<file path="src/design/assert_macros.svh">
// ---------------------------------------------------------------------------
// assertion macros
// shared concurrent assertion forms, clocked on clk; GRK_ASSERT is disabled by rst
// ---------------------------------------------------------------------------
`ifndef ASSERT_MACROS_SVH
`define ASSERT_MACROS_SVH

// checked only outside reset
`define GRK_ASSERT(lbl, prop, msg) \
  lbl: assert property (@(posedge clk) disable iff (rst) (prop)) else $error(msg);

// checked on every edge
`define GRK_ASSERT_ALWAYS(lbl, prop, msg) \
  lbl: assert property (@(posedge clk) (prop)) else $error(msg);

`endif

</file>
<file path="src/design/grk_pkg.sv">
// ---------------------------------------------------------------------------
// grk_pkg
// types, widths and the ordering function shared by the ranker modules
// ---------------------------------------------------------------------------
package grk_pkg;

  localparam int IDX_W = 6;
  localparam int CNT_W = 7;

  typedef struct packed {
    logic signed [8:0] tgt_id;
    logic [30:0]       start_pos;
    logic [30:0]       stop_pos;
    logic              last_record;
  } rec_t;

  typedef struct packed {
    logic [IDX_W-1:0] record_index;
    logic [IDX_W-1:0] order_rank;
    logic             end_of_run;
  } rank_t;

  // sort key, unaligned flag on top so aligned records sort first
  typedef struct packed {
    logic        unal;
    logic [7:0]  tgt;
    logic [31:0] mid;
  } key_t;

  typedef struct packed {
    key_t             key;
    logic [IDX_W-1:0] idx;
  } travel_t;

  typedef struct packed {
    logic prep;
    logic step;
    logic shift;
  } ctl_t;

  typedef enum logic [3:0] {
    ST_LOAD = 4'b0001,
    ST_PREP = 4'b0010,
    ST_RANK = 4'b0100,
    ST_EMIT = 4'b1000
  } state_t;

  function automatic logic comes_before(travel_t a, travel_t b);
    return {a.key, a.idx} < {b.key, b.idx};
  endfunction

endpackage

</file>
<file path="src/design/grk_cell.sv">
// ---------------------------------------------------------------------------
// grk_cell
// one record slot: holds a key, compares a passing key and counts its rank
// ---------------------------------------------------------------------------
module grk_cell import grk_pkg::*; #(
  parameter int POS = 0
) (
  input  logic             clk,
  input  logic             wr_en,
  input  key_t             wr_key,
  input  ctl_t             ctl,
  input  logic [CNT_W-1:0] n,
  input  travel_t          prev_own,
  input  travel_t          travel_in,
  input  logic [IDX_W-1:0] rank_in,
  output travel_t          own,
  output travel_t          travel,
  output logic [IDX_W-1:0] rank
);

  key_t key;
  logic hit;

  assign own = '{key: key, idx: IDX_W'(POS)};
  assign hit = ({1'b0, travel.idx} < n) && comes_before(travel, own);

  always_ff @(posedge clk) begin
    if (wr_en) begin
      key <= wr_key;
    end
    if (ctl.prep) begin
      travel <= prev_own;
      rank   <= '0;
    end else if (ctl.step) begin
      travel <= travel_in;
      if (hit) begin
        rank <= rank + IDX_W'(1);
      end
    end else if (ctl.shift) begin
      rank <= rank_in;
    end
  end

endmodule

</file>
<file path="config.mk">
export PLATFORM = sky130hd
export DESIGN_NAME = grk_cell
export DESIGN_NICKNAME = d
export VERILOG_FILES = /design/src/design/assert_macros.svh /design/src/design/grk_pkg.sv /design/src/design/grk_cell.sv
export SDC_FILE = /design/constraint.sdc
export NUM_CORES = 1
export LEC_CHECK = 0
export BUFFER_PORTS_ARGS = -buffer_cell sky130_fd_sc_hd__buf_2
export CORE_ASPECT_RATIO = 0.7
export CORE_MARGIN = 2
export CORE_UTILIZATION = 41
export DETAILED_ROUTE_END_ITERATION = 8
export PLACE_DENSITY = 0.87
export SETUP_SLACK_MARGIN = 0.5
export SLEW_MARGIN = 40
export SYNTH_ARGS = -nofsm -noshare
export SYNTH_HDL_FRONTEND = slang
export SYNTH_SLANG_ARGS = --single-unit
</file>
<file path="constraint.sdc">
create_clock -name clk -period 2.7 [get_ports clk]
set_clock_uncertainty 0.2 [all_clocks]
set_input_delay 0.27 -clock clk [delete_from_list [all_inputs] [get_ports clk]]
set_output_delay 0.27 -clock clk [all_outputs]
set_load 0.1 [all_outputs]
</file>
### Word-level counts from Yosys, hierarchy flattened

Index checks and enable logic that the tools add are counted.

* input port bits: 153
* word-level logic and storage cells: 21
* register bits after elaboration: 94
* output and inout bits: 100

* $add $sub $neg: 1
* mux-type cells: 5
* equality and inequality tests: 1
* $lt $le $gt $ge: 2
* reduce and logical (&&, ||, !) cells: 4

Operators by type and width (count)
* $mux W47: 2
* $lt A47 B47 Y1: 1
* $mux W6: 3
* $lt A6 B7 Y1: 1
* $add A6 B1 Y6 const B: 1
* $reduce_bool A2 Y1: 2
* $ne A2 B1 Y1 const B: 1
* $reduce_and A2 Y1: 1
* $logic_and A1 B1 Y1: 1

### Logic depth before layout (Yosys ltp)

Gate-level depths: netlist of the first run.

* depth after elaboration: 4
* mapped depth: 9
* mapped depth without buffers: 9

### Worst setup path before layout of the first run

Ideal clock, no wire load.

* path type: register to register
* from: register key, in the netlist own[11]
* to: register rank[1]
* stages on the path, launching flop included: 10
* buffers on the path: 0
* setup time: 0.091 ns
* arrival time: 2.912 ns
* setup slack: -0.504 ns
* required time: 2.409 ns
* cells stage by stage: edfxtp_1 > inv_1 > ha_1 > a21o_1 > a2111oi_2 > o21ai_1 > and3_4 > o41ai_4 > a21oi_1 > a311oi_1

* longest elaborated chain between the ends: 4

RTL lines
* start, declared: RTL line grk_cell.sv:21 `key_t key;`
* start signal, assigned: RTL line grk_cell.sv:29 `key <= wr_key;`
* $lt A47 B47 Y1: RTL line grk_pkg.sv:49 `return {a.key, a.idx} < {b.key, b.idx};`
* $logic_and A1 B1 Y1: RTL line grk_cell.sv:25 `assign hit = ({1'b0, travel.idx} < n) && comes_before(travel, own);`
* $ne A2 B1 Y1 (no line)
* $reduce_and A2 Y1 (no line)
* end signal, assigned: RTL line grk_cell.sv:37 `rank <= rank + IDX_W'(1);`
* end signal, assigned: RTL line grk_cell.sv:40 `rank <= rank_in;`
* end, declared: RTL line grk_cell.sv:18 `output logic [IDX_W-1:0] rank`

Every way passes these cells.
A chain may end at the register's enable or synchronous reset.

### Worst setup path after layout of the first run

* from: register key, in the netlist own[11]
* to: register rank[5]

Same word-level chain as after synthesis.

==> run metrics, run 1 <==
status completed; Hold EP travel[9]$_DFFE_PP_; GR Util met2 38.77%; minimum clock period 2604 ps; final routed DRC violation total 0; Slew HR 60.77%; Clock transition at path regs 70 ps; worst-case clock buffer depth 2; Data required, critical path 2730 ps; H-tree depth 3; GRT Util Overall 20.96%; max-cap viol count 0; Slew @ Worst Pin 588.5 ps; P_sw 2.028 mW; hold_sp travel_in[9]; Via density 4.959; top-count cell post-synth edfxtp_1; hpwl dp 9905 µm; r2r setup slk 100 ps; top cell type's share of synthesized area 55.19%; Buffers on Ports 246; Synth top cells by count edfxtp_1, inv_1, mux2_2; core area 0.01121 mm²; power share of the combinational group 34.5%; leakage dissipation 3.361 nW; yosys warns 0; reg2reg start own[11]$_DFFE_PP_; Post-synth EDFFs 88; Filler cells 875; row cnt 32; Non-Filler Instances 809; Seq/Total Area, Yosys 57.70%; most area-hungry cell type in the Yosys netlist edfxtp_1; worst-case reg-to-reg path depth 10; Fin. Hold Viols 0; M1 GR Usage 23.95%; unique cell type count in the Yosys netlist 45; die height 94.42 µm; GR Overflow Total 0; Finish-stage setup viols 0; largest cells by area after synthesis edfxtp_1, ha_1, mux2_2; CTS buffer count 9; DRT Pass-1 Iters 4; WHS Path Cells 2; initial antenna violation count 0; crit path max fanout 4; busiest layer in global routing met2; cells along the critical path inv_2 -> ha_4 -> a21o_1 -> a2111oi_4 -> o21ai_2 -> and3_4 -> o41ai_4 -> buf_4 -> a311oi_1 -> o21bai_1; internal power 3.168 mW; later-pin clock latency in the skew report 340 ps; wire per inst 16.85 µm; ys async rst share 0%; worst min path class input port to flip-flop; sw frac 39.03%; Hold Slack 27.70 ps; largest net degree at the start of global routing 42; RSZ-0062 raised after global routing yes; IO Count 253; global-route wire length before repair 20040 µm; M3 GR Usage 6.012%; synthesized area 0.004788 mm²; GP Congestion 0.8054; Clk pwr share 30.1%; Seq. cell area 0.002763 mm²; slowest CP cell edfxtp_1; CP Class flip-flop to flip-flop; Top FF cell, synth edfxtp_1; Detailed Route Iter0 Violations 112; Avg Cell Area, Syn 13.56 µm²; clock root cell clkbuf_16; Final Cycle Share 96.43%; Starting Density 42.71%; delay-heaviest family, CP compound AO/OA/AOI/OAI gates; Power Dens Cells 733.1 mW/mm²; Final #Nets 850; Seq pwr share 35.4%; Synth-to-Final Area Change 48.03%; post-route ant nets 0; CTS tree yes; Final Routed Wirelength 13630 µm; die width 133.2 µm; Inst Count DP 748; layout cells sized above 1 50.91%; Ant. Diodes 0; Die ar. 0.01257 mm²; WP buf/inv 2; Slew Viols, Final 0; register bit total from synthesis 94; Crit. End Element flip-flop; Critical Path AT 2630 ps; Clock Sinks 94; Synth Instances 353; DR vias 4012; Setup crit start kind flip-flop; worst vdd ir 0.0003839 V; Crit path largest cell delay 420 ps; vias in the first global route 4112; Fmax achieved 384.1 MHz; reg-to-reg endpoint rank[5]$_SDFFE_PP0P_; footprint of the multi-input gates 0.001863 mm²
-- stage by stage --
| stage | setup slack, ps | util [%] | cell area, µm² | total power, mW | setup TNS, ps |
|---|---|---|---|---|---|
| after floorplan | -307.8 | - | 4823 | 3.218 | -1798 |
| after global placement | 141.3 | 55.38 | 6208 | 3.544 | 0 |
| after detailed placement | 8.984 | 55.38 | 6208 | 3.580 | 0 |
| after CTS | -0.6728 | 62.60 | 7018 | 5.199 | -0.6728 |
| after global routing | -12.83 | 63.23 | 7088 | 5.365 | -12.83 |
| final | 96.27 | 63.23 | 7088 | 5.196 | 0 |
-- worst max path at each step --
stage	start	endpoint	slack [ps]	cells past startpoint
after floorplan	own[11]$_DFFE_PP_	rank[0]$_SDFFE_PP0P_	-310	9
after global placement	travel[45]$_DFFE_PP_	rank[0]$_SDFFE_PP0P_	140	7
after detailed placement	travel[11]$_DFFE_PP_	rank[3]$_SDFFE_PP0P_	9	8
after CTS	own[11]$_DFFE_PP_	rank[5]$_SDFFE_PP0P_	-0.7	10
after global routing	own[11]$_DFFE_PP_	rank[5]$_SDFFE_PP0P_	-10	10
final	own[11]$_DFFE_PP_	rank[5]$_SDFFE_PP0P_	100	10
-- power groups by stage --
stage	Clock, mW	Combinational [mW]	Sequential, mW
2_1_floorplan	0	0.360	2.86
3_3_place_gp	0	1.69	1.86
3_5_place_dp	0	1.71	1.87
4_1_cts	1.59	1.77	1.84
5_1_grt	1.63	1.88	1.86
6_report	1.56	1.79	1.84
-- area by class of cell --
type,count,area share [%]
timing repair buffer,296,24.11
clock buffer,9,3.177
sequential,94,38.98
clock inverter,7,2.048
multi-input combinational,199,26.28
inverter,51,2.701
tap,153,2.701
-- registers in the layout, indices dropped and copies added (netlist names) --
name    cells
travel     47
own        41
rank        6
-- cell families (layout without fill, tap and decap cells) --
kind of cell / count (synthesis) / after routing / synth area share [%]
DFF: 94 / 94 / 57.70
muxes: 48 / 48 / 11.26
AOI/OAI and AO/OA: 56 / 56 / 8.493
buffers and inverters: 65 / 363 / 5.566
and+or+nand+nor: 43 / 43 / 4.887
other: 1 / 6 / 0.07832
adders and majority gates: 46 / 46 / 12.02
-- layout by cell type (no fill, tap or decap), types with 3 or more instances in the layout --
master,count
nand4_1,5
bufinv_16,4
dlygate4sd3_1,41
buf_2,246
o32ai_1,3
buf_4,9
ha_1,45
nand2b_1,5
mux2_2,47
nand2_1,13
inv_1,50
clkbuf_16,9
edfxtp_1,88
a211oi_2,3
a21oi_1,18
a21o_1,5
conb_1,6
nand3_1,5
dfxtp_1,6
o21ai_0,7
-- metal layers --
layer	part of all wire, %	vias up
li1	-	1896
met1	40	1900
met2	51	194
met3	7.4	22
met4	1.6	0
met5	0	-
-- timing repair --
action | CTS | global route
setup buffers | 3 | 1
hold buffers | 41 | 0
gates resized for setup | 1 | 11
setup endpoints to repair | 6 | 6
hold endpoints to repair | 41 | 0
pin swaps | 3 | 4
Power figures use the tool's default switching activity.
==> run 2: changes to the inputs <==
==> constraint.sdc (replaced) <==
create_clock -name clk -period 2.7 [get_ports clk]
set_clock_uncertainty 0.2 [all_clocks]
set_input_delay 0.54 -clock clk [delete_from_list [all_inputs] [get_ports clk]]
set_output_delay 0.54 -clock clk [all_outputs]
set_load 0.1 [all_outputs]
==> run metrics, run 2 (same netlist as run 1, synthesis figures left out) <==
Largest register FFs 47; CP Class flip-flop to flip-flop; hpwl dp 10070 µm; largest net degree at the start of global routing 48; Starting Density 42.71%; Via density 5.008; initial antenna violation count 1; Fin. Hold Viols 0; IO Count 253; Filler cells 907; Slew HR 65.56%; Die ar. 0.01257 mm²; most common cell after layout, fill and taps aside buf_2; Detailed Route Iter0 Violations 123; GR Overflow Total 0; die width 133.2 µm; Inst Count DP 748; global-route wire length before repair 19530 µm; Non-Filler Instances 768; die height 94.42 µm; Critical Path AT 2640 ps; layout cells sized above 1 54.89%; Power, Total 4.768 mW; Slew @ Worst Pin 520.3 ps; Finish-stage setup viols 0; wire per inst 16.77 µm; Crit. End Element flip-flop; vias in the first global route 4081; worst vdd ir 0.0003584 V; post-route ant nets 0; worst min path class input port to flip-flop; Top reg by flops travel; Slew Viols, Final 0; CTS buffer count 9; Final Routed Wirelength 12880 µm; Fmax achieved 385.5 MHz; Final #Nets 808; DRT Pass-1 Iters 4; most frequent cells in the layout buf_2, edfxtp_1, inv_1, mux2_2, ha_1; final routed DRC violation total 0; Clock Sinks 94; crit path max fanout 5; core area 0.01121 mm²; DR vias 3846; RSZ-0062 raised after global routing yes; GRT Util Overall 20.23%; Setup crit start kind flip-flop; max-cap viol count 0; status completed; row cnt 32; clock root cell clkbuf_16; Synth-to-Final Area Change 38.36%; Hold Buf Count CTS 0; Power Dens Cells 719.6 mW/mm²; Clock transition at path regs 70 ps; CTS tree yes; worst-case clock buffer depth 2; later-pin clock latency in the skew report 340 ps; minimum clock period 2594 ps; GP Congestion 0.8430; H-tree depth 3; Data required, critical path 2740 ps; Buffers on Ports 246; leakage dissipation 3.159 nW; Final Cycle Share 96.08%
run 2: changes by cell type in the layout (fill, tap and decap cells not counted), sizes merged:
cell | before | now
dlygate4sd3 | 41 | 0
inv | 52 | 53
clkinv | 1 | 4
bufinv | 4 | 0
buf | 255 | 254
diode | 0 | 1
run 2: final cells by class:
cell class	count	area [µm²]	share of cell area, %
timing repair buffer	254	1304	19.68
clock inverter	7	48.80	0.7365
antenna	1	2.502	0.03777
multi-input combinational	199	1899	28.67
tap	153	191.4	2.890
sequential	94	2763	41.70
inverter	51	191.4	2.890
clock buffer	9	225.2	3.399
run 2: worst paths after layout:
| path | start | cells past startpoint | to | slack, ps |
|---|---|---|---|---|
| setup / recovery | travel[11]$_DFFE_PP_ | 9 | rank[4]$_SDFFE_PP0P_ | 110 |
| hold / removal | wr_key[3] | 1 | own[9]$_DFFE_PP_ | 170 |
| setup reg to reg | travel[11]$_DFFE_PP_ | 9 | rank[4]$_SDFFE_PP0P_ | 110 |
| hold reg to reg | rank[4]$_SDFFE_PP0P_ | 2 | rank[4]$_SDFFE_PP0P_ | 360 |
run 2: where the power goes:
| part | total, mW | switching [mW] | internal [mW] |
|---|---|---|---|
| clock | 1.18 | 0.552 | 0.628 |
| combinational | 1.75 | 1.38 | 0.371 |
| sequential | 1.84 | 0.0837 | 1.75 |
run 2: worst max-delay path, stage by stage, from the launching register on:
cell and delay (ps):
edfxtp_1 450, ha_4 250, a21o_1 180, a2111oi_4 300, o21ai_2 130, and3_4 200
o41ai_4 280, buf_4 190, nand2_4 70, o32ai_2 260
run 2: per-layer routing:
layer  GRT usage (%)  up-vias  wire length (µm)
li1                -     1820                 -
met4           6.383        0               206
met1           23.08     1812              5145
met3           5.851       23              1013
met5               0        -                 0
met2           37.18      191              6512
run 2: stage by stage:
step | TNS (ps) | setup slack, ps | area (µm²) | hold WS [ps] | utilization (%)
5_1_grt | -34.41 | -19.56 | 6623 | 156.2 | 59.07
3_5_place_dp | -311.8 | -118.5 | 6235 | 332.1 | 55.61
2_1_floorplan | -1798 | -307.8 | 4837 | 438.9 | -
3_3_place_gp | -32.98 | -26.75 | 6235 | 288.6 | 55.61
6_report | 0 | 105.8 | 6625 | 172.6 | 59.10
4_1_cts | 0 | 28.39 | 6570 | 159.0 | 58.60
run 2: timing repair:
action | 4_1_cts | 5_1_grt
cloned | 0 | 0
gates resized for setup | 8 | 8
endpoints found under the setup margin | 6 | 6
buffers inserted | 2 | 1
pin swaps | 6 | 4
==> run 3: changes to the inputs <==
SETUP_SLACK_MARGIN = 0.02   (was 0.5)
==> run metrics, run 3 (same netlist as run 1, synthesis figures left out) <==
minimum clock period 2594 ps; Final Cycle Share 96.06%; r2r setup slk 110 ps; Slew HR 65.64%; Largest register FFs 47; most common cell after layout, fill and taps aside buf_2; GR Overflow Total 0; Setup crit start kind flip-flop; placed cell areas 0.006228 mm²; largest net degree at the start of global routing 26; P_sw 1.990 mW; die width 133.2 µm; Final #Nets 807; Hold Buf Count CTS 0; Ant. Diodes 0; worst-case clock buffer depth 2; Starting Density 42.71%; core area 0.01121 mm²; Die ar. 0.01257 mm²; reg2reg start own[11]$_DFFE_PP_; initial antenna violation count 0; DRT Pass-1 Iters 4; most frequent cells in the layout buf_2, edfxtp_1, inv_1, mux2_2, ha_1; die height 94.42 µm; Finish-stage setup viols 0; Data required, critical path 2710 ps; worst-case reg-to-reg path depth 9; worst min path class input port to flip-flop; Seq pwr share 38.0%; vias in the first global route 3982; worst vdd ir 0.0004390 V; DR vias 3751; row cnt 32; Clock transition at path regs 70 ps; Fin. Hold Viols 0; Clk pwr share 25.8%; WHS Path Cells 1; CTS buffer count 9; wire per inst 16.49 µm; Design Area, Final 0.006626 mm²; Detailed Route Iter0 Violations 124; Final Routed Wirelength 12630 µm; hpwl dp 10140 µm; reg-to-reg endpoint rank[4]$_SDFFE_PP0P_; Clock Sinks 94; sw frac 41.24%; later-pin clock latency in the skew report 340 ps; Hold Slack 172.9 ps; worst slack, placed -79.87 ps; Crit. End Element flip-flop; IO Count 253; worst setup margin 106.4 ps; Slew Viols, Final 0; Slew @ Worst Pin 519.0 ps; Power Dens Cells 728.2 mW/mm²; Filler cells 939; global-route wire length before repair 19010 µm; layout cells sized above 1 54.32%; status completed; footprint of the multi-input gates 0.001891 mm²; CTS tree yes; GRT Util Overall 19.81%; Critical Path AT 2600 ps; Via density 4.897; post-route ant nets 0; Top reg by flops travel; power share of the combinational group 36.1%; Fmax achieved 385.6 MHz; CP Class flip-flop to flip-flop; hold_sp wr_key[29]; leakage dissipation 3.155 nW; Hold EP own[35]$_DFFE_PP_; Layout Utilization 59.11%; H-tree depth 3; internal power 2.836 mW; GP Congestion 0.8143; Seq. cell area 0.002763 mm²; crit path max fanout 3; final routed DRC violation total 0; max-cap viol count 0; Synth-to-Final Area Change 38.39%; RSZ-0062 raised after global routing yes; clock root cell clkbuf_16; Buffers on Ports 246
-- run 3: layout make-up --
type	count	area share, %
clock buffers	9	3.399
clock inverters	7	0.9819
inverters	51	2.889
multi-input cells	199	28.53
flip-flops and latches	94	41.69
well taps	153	2.889
repair buffers	253	19.62
-- run 3: worst max-delay path by stage --
stage                         startpoint                   end  slack (ps)  cells past startpoint
finish                 own[11]$_DFFE_PP_  rank[4]$_SDFFE_PP0P_         110                      9
global route           own[11]$_DFFE_PP_  rank[4]$_SDFFE_PP0P_          -9                      9
CTS                 travel[45]$_DFFE_PP_  rank[5]$_SDFFE_PP0P_          30                      8
detailed placement                  n[1]  rank[3]$_SDFFE_PP0P_         -80                      9
global placement                    n[1]  rank[0]$_SDFFE_PP0P_           3                      9
floorplan              own[11]$_DFFE_PP_  rank[0]$_SDFFE_PP0P_        -310                      9
-- run 3: power groups by stage --
stage               registers, mW  clock network [mW]  logic (mW)
floorplan                    2.86                   0       0.360
global placement             1.86                   0        1.69
detailed placement           1.87                   0        1.72
CTS                          1.84                1.28        1.72
global route                 1.85                1.32        1.83
finish                       1.84                1.25        1.74
-- run 3: through the flow --
step	cells	power (mW)	TNS, ps
2_1_floorplan	358	3.218	-1798
3_3_place_gp	749	3.545	0
3_5_place_dp	749	3.583	-209.6
4_1_cts	766	4.836	0
5_1_grt	766	5.003	-8.971
6_report	766	4.826	0
-- run 3: repair_timing --
item                       in CTS  in global routing
buffers inserted                1                  0
pin swaps                       1                  6
setup endpoints to repair       2                  6
gates resized for setup         2                 13
-- run 3: critical path: stages (launching register included) --
cell and delay (ps):
edfxtp_1 400, inv_2 90, ha_4 200, a21o_1 180, a2111oi_4 300, o21ai_2 110
and3_4 190, o41a_1 380, a211oi_1 280, o32ai_2 130
-- run 3: routing by layer --
metal | vias up | track usage (%) | share of wire (%)
li1 | 1810 | - | -
met1 | 1748 | 23.14 | 42
met2 | 175 | 35.92 | 50
met3 | 18 | 5.475 | 6.8
met4 | 0 | 6.294 | 1.7
met5 | - | 0 | 0
